<file path="src/rtl/core/msm_pkg.sv">
// Package: shared constants and types for the multichannel sliding median.
`timescale 1ns / 1ps
package msm_pkg;

	localparam int CHANNELS_DEF    = 6;
	localparam int WINDOW_DEF      = 9;
	localparam int SAMPLE_BITS_DEF = 10;

	typedef struct packed {
		logic clear;
		logic load;
	} sort_ctl_t;

endpackage

</file>
<file path="src/rtl/core/msm_sorter.sv">
// Insertion sorter: one sample per load cycle into a sorted register row; gives its middle.
`timescale 1ns / 1ps
module msm_sorter #(
	parameter int WINDOW      = msm_pkg::WINDOW_DEF,
	parameter int SAMPLE_BITS = msm_pkg::SAMPLE_BITS_DEF
) (
	input  logic                   clk,
	input  logic                   arst_n,
	input  msm_pkg::sort_ctl_t     ctl,
	input  logic [SAMPLE_BITS-1:0] value,
	output logic [SAMPLE_BITS-1:0] mid
);
	import msm_pkg::*;

	localparam int MID = WINDOW / 2;

	logic [SAMPLE_BITS-1:0] sorted_q [WINDOW];
	logic [SAMPLE_BITS-1:0] nxt      [WINDOW];
	logic [WINDOW-1:0]      gt;

	// slots start at full scale; a full-scale sample needs no move
	for (genvar k = 0; k < WINDOW; k++) begin : g_slot
		assign gt[k] = sorted_q[k] > value;
		if (k == 0) begin : g_first
			assign nxt[k] = gt[k] ? value : sorted_q[k];
		end else begin : g_rest
			assign nxt[k] = !gt[k] ? sorted_q[k] : (gt[k-1] ? sorted_q[k-1] : value);
		end

		always_ff @(posedge clk or negedge arst_n) begin
			if (!arst_n) begin
				sorted_q[k] <= '1;
			end else if (ctl.clear) begin
				sorted_q[k] <= '1;
			end else if (ctl.load) begin
				sorted_q[k] <= nxt[k];
			end
		end
	end

	assign mid = sorted_q[MID];

endmodule

</file>
<file path="src/rtl/core/multichannel_sliding_median.sv">
// Top level: per-channel nine-tap running median over a shared sample memory.
//
//  channel  | signals                          | direction
//  ---------+----------------------------------+----------
//  request  | in_valid, in_ready, channel,     | in
//           | distance                         |
//  result   | out_valid, out_ready,            | out
//           | out_channel, median, median_valid|
//
// A request steps through ST_READ, ST_DRAIN, ST_DONE: the accept writes a nonzero
// sample, then one memory read per window entry feeds the insertion sorter. An
// out-of-range channel skips to ST_DONE. The single memory read port sets the rate.
// Reset clears all entry valid bits, pointers and full flags at once; no clearing pass.
// A stalled result sits in the output register; the next request is still taken.
`timescale 1ns / 1ps
module multichannel_sliding_median #(
	parameter int CHANNELS    = msm_pkg::CHANNELS_DEF,
	parameter int WINDOW      = msm_pkg::WINDOW_DEF,
	parameter int SAMPLE_BITS = msm_pkg::SAMPLE_BITS_DEF,
	localparam int CH_W       = (CHANNELS > 1) ? $clog2(CHANNELS) : 1
) (
	input  logic                   clk,
	input  logic                   arst_n,
	input  logic                   in_valid,
	output logic                   in_ready,
	input  logic [CH_W-1:0]        channel,
	input  logic [SAMPLE_BITS-1:0] distance,
	output logic                   out_valid,
	input  logic                   out_ready,
	output logic [CH_W-1:0]        out_channel,
	output logic [SAMPLE_BITS-1:0] median,
	output logic                   median_valid
);
	import msm_pkg::*;

	localparam int DEPTH  = CHANNELS * WINDOW;
	localparam int ADDR_W = $clog2(DEPTH);
	localparam int PTR_W  = $clog2(WINDOW);

	typedef enum logic [1:0] {ST_IDLE, ST_READ, ST_DRAIN, ST_DONE} state_t;

	state_t                 state_q;
	logic [CH_W-1:0]        ch_q;
	logic                   ch_ok_q;
	logic [ADDR_W-1:0]      base_q;
	logic [PTR_W-1:0]       idx_q;
	logic [PTR_W-1:0]       ptr_q  [CHANNELS];
	logic [CHANNELS-1:0]    full_q;
	logic [DEPTH-1:0]       ent_vld_q;
	logic [SAMPLE_BITS-1:0] mem    [DEPTH];

	logic [SAMPLE_BITS-1:0] rd_data_s1;
	logic                   rd_ok_s1;
	logic                   rd_s1;

	logic                   out_valid_q;
	logic [CH_W-1:0]        out_channel_q;
	logic [SAMPLE_BITS-1:0] median_q;
	logic                   median_valid_q;

	logic                   accept;
	logic                   ch_ok;
	logic                   wr_en;
	logic [ADDR_W-1:0]      base;
	logic [ADDR_W-1:0]      waddr;
	logic [ADDR_W-1:0]      raddr;
	logic [PTR_W-1:0]       wptr;
	logic [PTR_W-1:0]       wptr_nxt;
	logic                   wrap;
	logic                   out_free;
	sort_ctl_t              sctl;
	logic [SAMPLE_BITS-1:0] sval;
	logic [SAMPLE_BITS-1:0] smid;

	assign in_ready = state_q == ST_IDLE;
	assign accept   = in_valid && in_ready;
	assign ch_ok    = {1'b0, channel} < (CH_W + 1)'(CHANNELS);
	assign wr_en    = accept && ch_ok && (distance != '0);
	assign base     = ADDR_W'(ADDR_W'(channel) * ADDR_W'(WINDOW));
	assign wptr     = ptr_q[channel];
	assign waddr    = base + ADDR_W'(wptr);
	assign wrap     = wptr == PTR_W'(WINDOW - 1);
	assign wptr_nxt = wrap ? '0 : wptr + 1'b1;
	assign raddr    = base_q + ADDR_W'(idx_q);
	assign out_free = !out_valid_q || out_ready;

	assign sctl.clear = accept;
	assign sctl.load  = rd_s1;
	assign sval       = rd_ok_s1 ? rd_data_s1 : '0;

	msm_sorter #(
		.WINDOW      (WINDOW),
		.SAMPLE_BITS (SAMPLE_BITS)
	) u_sorter (
		.clk    (clk),
		.arst_n (arst_n),
		.ctl    (sctl),
		.value  (sval),
		.mid    (smid)
	);

	// sample memory
	always_ff @(posedge clk) begin
		if (wr_en) begin
			mem[waddr] <= distance;
		end
		rd_data_s1 <= mem[raddr];
	end

	always_ff @(posedge clk or negedge arst_n) begin
		if (!arst_n) begin
			ent_vld_q <= '0;
			full_q    <= '0;
			for (int c = 0; c < CHANNELS; c++) begin
				ptr_q[c] <= '0;
			end
		end else if (wr_en) begin
			ent_vld_q[waddr] <= 1'b1;
			ptr_q[channel]   <= wptr_nxt;
			if (wrap) begin
				full_q[channel] <= 1'b1;
			end
		end
	end

	always_ff @(posedge clk or negedge arst_n) begin
		if (!arst_n) begin
			rd_s1    <= 1'b0;
			rd_ok_s1 <= 1'b0;
		end else begin
			rd_s1    <= state_q == ST_READ;
			rd_ok_s1 <= ent_vld_q[raddr];
		end
	end

	// sequencer and result register
	always_ff @(posedge clk or negedge arst_n) begin
		if (!arst_n) begin
			state_q        <= ST_IDLE;
			ch_q           <= '0;
			ch_ok_q        <= 1'b0;
			base_q         <= '0;
			idx_q          <= '0;
			out_valid_q    <= 1'b0;
			out_channel_q  <= '0;
			median_q       <= '0;
			median_valid_q <= 1'b0;
		end else begin
			if (out_valid_q && out_ready && state_q != ST_DONE) begin
				out_valid_q <= 1'b0;
			end
			unique case (state_q)
				ST_IDLE: begin
					if (accept) begin
						ch_q    <= channel;
						ch_ok_q <= ch_ok;
						base_q  <= ch_ok ? base : '0;
						idx_q   <= '0;
						state_q <= ch_ok ? ST_READ : ST_DONE;
					end
				end
				ST_READ: begin
					if (idx_q == PTR_W'(WINDOW - 1)) begin
						state_q <= ST_DRAIN;
					end else begin
						idx_q <= idx_q + 1'b1;
					end
				end
				ST_DRAIN: begin
					state_q <= ST_DONE;
				end
				ST_DONE: begin
					if (out_free) begin
						out_valid_q    <= 1'b1;
						out_channel_q  <= ch_q;
						median_q       <= ch_ok_q ? smid : '0;
						median_valid_q <= ch_ok_q && full_q[ch_q];
						state_q        <= ST_IDLE;
					end
				end
				default: begin
					state_q <= ST_IDLE;
				end
			endcase
		end
	end

	assign out_valid    = out_valid_q;
	assign out_channel  = out_channel_q;
	assign median       = median_q;
	assign median_valid = median_valid_q;

	a_busy_after_accept: assert property (@(posedge clk) disable iff (!arst_n)
		accept |=> !in_ready)
		else $error("request taken while busy");

	a_valid_in_range: assert property (@(posedge clk) disable iff (!arst_n)
		out_valid && median_valid |-> {1'b0, out_channel} < (CH_W + 1)'(CHANNELS))
		else $error("valid median on out-of-range channel");

	a_bad_channel_zero: assert property (@(posedge clk) disable iff (!arst_n)
		out_valid && !({1'b0, out_channel} < (CH_W + 1)'(CHANNELS)) |-> median == '0)
		else $error("nonzero median on out-of-range channel");

	a_load_only_reading: assert property (@(posedge clk) disable iff (!arst_n)
		rd_s1 |-> (state_q == ST_READ || state_q == ST_DRAIN))
		else $error("sorter load outside read sweep");

endmodule
</file>
<file path="config.mk">
export PLATFORM = sky130hd
export DESIGN_NAME = multichannel_sliding_median
export DESIGN_NICKNAME = d
export VERILOG_FILES = /design/src/rtl/core/msm_pkg.sv /design/src/rtl/core/msm_sorter.sv /design/src/rtl/core/multichannel_sliding_median.sv
export SDC_FILE = /design/constraint.sdc
export NUM_CORES = 1
export LEC_CHECK = 0
export ABC_AREA = 1
export ABC_CLOCK_PERIOD_IN_PS = 3500
export BUFFER_PORTS_ARGS = -buffer_cell sky130_fd_sc_hd__buf_2
export CORE_MARGIN = 4
export CORE_UTILIZATION = 60
export DETAILED_ROUTE_END_ITERATION = 7
export GPL_TIMING_DRIVEN = 1
export PLACE_DENSITY = 0.76
export SLEW_MARGIN = 20
export SYNTH_ARGS = -nofsm -noshare
export SYNTH_HDL_FRONTEND = slang
export SYNTH_SLANG_ARGS = --single-unit
</file>
<file path="constraint.sdc">
create_clock -name clk -period 3.5 [get_ports clk]
set_input_delay 0.175 -clock clk [delete_from_list [all_inputs] [get_ports clk]]
set_output_delay 0.175 -clock clk [all_outputs]
set_load 0.05 [all_outputs]
</file>
==> results of run 1 <==
-- placed cells by master (no fill, tap or decap), types with 4 or more instances in the layout --
cell / instances
buf_12: 7
inv_1: 207
o21a_1: 5
buf_2: 31
clkinvlp_4: 11
dfrtp_1: 114
o31ai_1: 9
nand4_1: 4
a21oi_1: 71
buf_4: 107
nand3_1: 387
a22o_1: 9
o211ai_1: 13
clkbuf_1: 21
inv_2: 10
clkbuf_16: 78
dfstp_2: 50
o21bai_1: 24
nor2_2: 5
ha_1: 65
nor2_1: 191
xor2_1: 4
clkinv_2: 13
bufinv_16: 5
clkinv_1: 17
nand2_1: 1176
nand3b_1: 38
o21ai_0: 124
edfxtp_1: 540
dfxtp_1: 10
o21ai_1: 11
-- worst max-delay path, cell delays in order, from the launching register on --
cell and delay [ns]:
dfrtp_1 0.33, inv_1 0.05, nand2_1 0.06, nand2_1 0.06
o21ai_1 0.16, nor2_2 0.06, inv_1 0.07, ha_1 0.18
inv_1 0.06, fa_1 0.43, o21ai_1 0.26, xor2_2 0.18
nor2_1 0.25, nand2_1 0.24, nor2_1 0.70
-- metrics by stage --
step                      worst slack [ns]  cells  utilization [%]
final                               0.0575   4079             68.1
after global routing                -0.191   4079             68.1
after CTS                           0.0327   4078             68.0
after detailed placement            -0.189   3938             63.3
after global placement              -0.130   3938             63.3
after floorplan                      0.232   3264                -
-- repair_timing --
| action | CTS | global route |
|---|---|---|
| setup endpoints to repair | 124 | 426 |
| buffers inserted | 0 | 1 |
| hold endpoints to repair | 62 | 0 |
| resized for setup | 4 | 17 |
| hold buffers | 3 | 0 |
-- registers in the layout, summed over array words and instances (netlist names) --
signal             cells
ch_q                   3
idx_q                  4
median_valid           1
rd_data_s1            10
state_q                2
u_sorter.sorted_q     40
out_channel            3
u_sorter.mid          10
mem                  540
base_q                 3
out_valid              1
ptr_q                 24
full_q                 6
ch_ok_q                1
rd_ok_s1               1
median                10
ent_vld_q             54
rd_s1                  1
-- area by class of cell --
| class | count | area, um^2 | share of cell area, % |
|---|---|---|---|
| clock inverter | 36 | 333 | 0.926 |
| multi-input combinational | 2156 | 10000 | 27.9 |
| tap | 688 | 861 | 2.40 |
| sequential | 714 | 20600 | 57.3 |
| timing repair buffer | 149 | 1140 | 3.17 |
| inverter | 235 | 931 | 2.59 |
| clock buffer | 101 | 2060 | 5.73 |
-- power groups by stage --
stage / Sequential, mW / Clock (mW) / Combinational [mW]
floorplan: 10.8 / 0 / 11.5
global route: 10.7 / 8.21 / 19.0
detailed placement: 10.7 / 0 / 16.8
CTS: 10.6 / 7.84 / 16.9
global placement: 10.7 / 0 / 16.4
finish: 10.6 / 7.74 / 17.2
-- per-layer routing --
layer	share of wire, %	up-vias	routed length, um
met3	8.3	175	6780
met2	49	1124	39700
li1	-	11011	-
met1	40	11251	33000
met5	0	-	0
met4	2.9	0	2400
-- worst paths after layout --
path	startpoint	to	depth (start not counted)
worst min register to register	ent_vld_q[37]	ent_vld_q[37]	2
worst min-delay path	in_valid	idx_q[1]	4
max in group asynchronous	arst_n	u_sorter.sorted_q[64]	3
worst max register to register	ptr_q[12]	mem[10][0]	14
min in group asynchronous	arst_n	ptr_q[9]	2
worst max-delay path	ptr_q[12]	mem[10][0]	14
-- kinds of logic (layout without fill, tap and decap cells) --
group                      after synthesis  in the layout
buffers and inverters                  394            521
adders and majority gates               68             68
xor gates and xnor gates                 9              9
and+or+nand+nor                       1810           1810
muxes                                    1              1
AOI/OAI and AO/OA                      268            268
DFF                                    714            714
==> results.cfg, run 1 <==
[global_routing]
met3_usage_pct = 4.28
met1_usage_pct = 39.2
grt_pass1_wl_um = 127000
antenna_found_initial = 0
grt_start_max_net_pins = 74
grt_pass1_vias = 22982
grt_overflow = 0
use_met2_pct = 47.6
busiest_layer = met2
gr-usage-all-layers_pct = 28.6

[critical_path]
arrival_ns = 3.68
crit_fanout = 10
critPathRequiredTime_ns = 3.73
worstSetupPathType = reg2reg
crit_path_end_kind = flop
r2r_slack_ns = 0.06
critPathLaunchType = flop

[timing]
period_share_pct = 98.4
fin_hold_ws_ns = 0.0513
grt_setup_unrepaired = yes
max-slew-margin-rel_pct = 42.3
layout_min_cycle_time_ns = 3.44
hold_viol = 0
worst_pin_slew_ns = 0.865
timing.fmax_mhz = 290
finalSetupTns_ns = 0
fin_skew_ns = 0.0196
drv_slew = 0
setup_viol = 0

[floorplanning]
die_h_um = 239
pin_count = 33
die_width_um = 239
initial_utilization_pct = 60.9
die_area_um2 = 57300
coreArea_um2 = 52800
core.rowCount = 84

[placed_design]
hpwl_um = 50600
placed_area_um2 = 33400
place_congestion = 0.924
io_buffers = 32

[pwr]
total_power_mw = 35.5
pwr-share-seq_pct = 29.8
ir_drop_mv = 0.813
pwr_density_cell_nw_per_um2 = 989
p_comb_share_pct = 48.5
switching_share_pct = 44.5
pwr-share-clk_pct = 21.8
leakage_nw = 15.1
p_int_mw = 19.7
power.switching_mw = 15.8

[cts]
root_buffer = clkbuf_16
clkSlewWorstSetupHoldPaths_ns = 0.06
cts_made_buffers = 74
htree_levels = 3
cts_tree = yes
cts_max_path_buffers = 3
clk_latency_ns = 0.62
cts.sinks = 714

[yosys]
synthMuxAreaShare_pct = 0.0351
async_flop_share_pct = 23.0
synthCells = 3264
synth-simple-area-share_pct = 23.2
synth_top_area_share_pct = 50.5
synth_top_family_by_area = simple AND/OR/NAND/NOR gates
ys_warn_count = 0
synthTopCellsByArea = edfxtp_1 50%, nand2_1 14%, dfrtp_1 8.9%
synth.most_common_cell = nand2_1
ys_ff_latch = 714
yosysTopAreaCell = edfxtp_1
netlist_area_um2 = 32100
synth_fa_ha_area_share_pct = 2.70
synth_xor_area_share_pct = 0.269
ys_seq_area_share_pct = 64.1
synthTopCellsByCount = 1176 x nand2_1, 540 x edfxtp_1, 387 x nand3_1
syn_nets = 3349
yosys_most_used_dff = edfxtp_1
synth_compound_area_share_pct = 4.71
avgSynthCellArea_um2 = 9.84
synth_edf_count = 540
synth.distinct_cells = 39

[route]
routed_via_density = 5.78
wl_um = 81800
routedWlPerCell_um = 20.1
drc = 0
dr.pass1.iters = 8
drt_iter0_drc = 2492
vias = 23561
ant_nets = 0

[cells_and_area]
area_growth_pct = 11.8
n_fill_cell = 3875
final_nets = 3415
final_area_um2 = 35900
drive_above_1_share_pct = 10.1
antenna-diode-count = 0

[job]
max-cap-violations = 0

[outcome]
status = completed

[min_path]
hp-class = in2reg
Power figures use the tool's default switching activity.
==> inputs of run 2 (changes only) <==
--- a/config.mk
+++ b/config.mk
@@ -12,7 +12,7 @@
 export CORE_UTILIZATION = 60
 export DETAILED_ROUTE_END_ITERATION = 7
 export GPL_TIMING_DRIVEN = 1
-export PLACE_DENSITY = 0.76
+export PLACE_DENSITY_LB_ADDON = 0.08
 export SLEW_MARGIN = 20
 export SYNTH_ARGS = -nofsm -noshare
 export SYNTH_HDL_FRONTEND = slang
==> results.cfg, run 2 (same netlist as run 1, synthesis figures left out) <==
[route]
dr.pass1.iters = 6
drc = 0
wl_um = 82500
routed_via_density = 5.76
drt_iter0_drc = 2484
vias = 23483
ant_nets = 0
routedWlPerCell_um = 20.2

[floorplanning]
core.rowCount = 84
initial_utilization_pct = 60.9
die_width_um = 239
die_area_um2 = 57300
coreArea_um2 = 52800
pin_count = 33
die_h_um = 239

[timing]
fin_skew_ns = 0.0158
max-slew-margin-rel_pct = 34.1
worst_pin_slew_ns = 0.989
setup_viol = 0
hold_viol = 0
drv_slew = 0
layout_min_cycle_time_ns = 3.31
fin_hold_ws_ns = 0.0876
period_share_pct = 94.6
timing.fmax_mhz = 302

[global_routing]
antenna_found_initial = 0
grt_start_max_net_pins = 102
grt_pass1_wl_um = 128000
grt_overflow = 0
grt_pass1_vias = 22867
gr-usage-all-layers_pct = 29.0

[placed_design]
placed_area_um2 = 33500
placed_cells = 3937
io_buffers = 32
place_congestion = 0.918
hpwl_um = 50600

[critical_path]
critPathLaunchType = input port
worstSetupPathType = in2reg
critPathRequiredTime_ns = 3.83
cp-startpoint = channel[1]
crit_path_end_kind = flop
arrival_ns = 3.64
crit_fanout = 10
reg2reg_from = ptr_q[8]

[cts]
htree_levels = 3
cts.sinks = 714
root_buffer = clkbuf_16
cts_tree = yes
clkSlewWorstSetupHoldPaths_ns = 0.06
cts_max_path_buffers = 3
cts_made_buffers = 74
clk_latency_ns = 0.62

[cells_and_area]
final_common_cell = nand2_1
regMostFlops = mem
largest_register_ffs = 540
final_area_um2 = 36000
final_nets = 3416
antenna-diode-count = 0
reg_top3 = mem (540), ent_vld_q (54), u_sorter.sorted_q (40)
stdcell_count = 4077
layout_common_cells = 1176 x nand2_1, 540 x edfxtp_1, 387 x nand3_1
area_growth_pct = 12.2
drive_above_1_share_pct = 9.80

[min_path]
hp-class = in2reg
min_from = channel[2]

[pwr]
leakage_nw = 15.2
pwr_density_cell_nw_per_um2 = 986
ir_drop_mv = 1.16

[job]
max-cap-violations = 0

[outcome]
status = completed
run 2: cell count changes in the layout (fill, tap and decap cells not counted), moves of 2 or more:
cell / previous run / this run
inv_2: 10 / 8
dlygate4sd3_1: 3 / 5
nor2_1: 191 / 187
clkbuf_1: 21 / 19
buf_12: 7 / 16
clkinvlp_4: 11 / 4
buf_4: 107 / 97
nor2_4: 1 / 5
inv_1: 207 / 219
run 2: final timing paths:
path	endpoint	slack, ns	cells past startpoint
setup / recovery	mem[7][1]	0.19	20
hold / removal	base_q[3]	0.09	5
setup reg to reg	mem[7][1]	0.20	17
hold reg to reg	ent_vld_q[47]	0.45	2
max in group asynchronous	u_sorter.sorted_q[53]	2.33	3
min in group asynchronous	ptr_q[13]	0.23	2
run 2: routing by layer:
layer / GRT usage (%) / share of wire, % / wire length (um)
met1: 40.3 / 41 / 33800
met2: 48.0 / 49 / 40100
met3: 4.74 / 7.8 / 6400
met4: 8.55 / 2.7 / 2270
met5: 0 / 0 / 0
run 2: timing repair:
item,4_1_cts,5_1_grt
resized for setup,0,16
hold buffers,5,0
setup buffers,0,1
endpoints found under the hold margin,98,0
setup endpoints to repair,0,450
run 2: per-stage QoR:
stage	setup slack, ns	util [%]	power [mW]	TNS, ns
after floorplan	0.232	-	22.3	0
after global placement	-0.151	63.5	27.3	-13.04
after detailed placement	-0.229	63.5	27.6	-31.14
after CTS	0.0153	68.1	35.4	0
after global routing	-0.0253	68.3	37.9	-0.307
final	0.190	68.3	35.5	0
run 2: layout make-up:
cell class,count,area [um^2]
inverter,235,896
multi-input combinational,2156,10000
tap,688,861
clock buffer,99,2060
clock inverter,35,320
sequential,714,20600
fill,3993,16700
timing repair buffer,150,1260
run 2: critical path: stages:
cell	delay, ns
dlygate4sd3_1	0.54
buf_2	0.16
inv_1	0.08
nand2_1	0.06
nor2_1	0.14
nand2_1	0.06
nand2_1	0.08
nor2_2	0.05
inv_1	0.08
ha_1	0.16
inv_1	0.05
fa_1	0.43
xnor2_2	0.34
inv_1	0.10
nor2_1	0.11
inv_1	0.06
nor2_1	0.21
inv_1	0.31
nor2_1	0.20
buf_4	0.20
run 2: where the power goes:
part           switching [mW]  internal [mW]  leakage, nW  total [mW]
Clock                    3.25           4.46         1.16        7.72
Sequential              0.502           10.1         6.79        10.6
Combinational            12.1           5.15         7.26        17.2
Total                    15.8           19.7         15.2        35.5
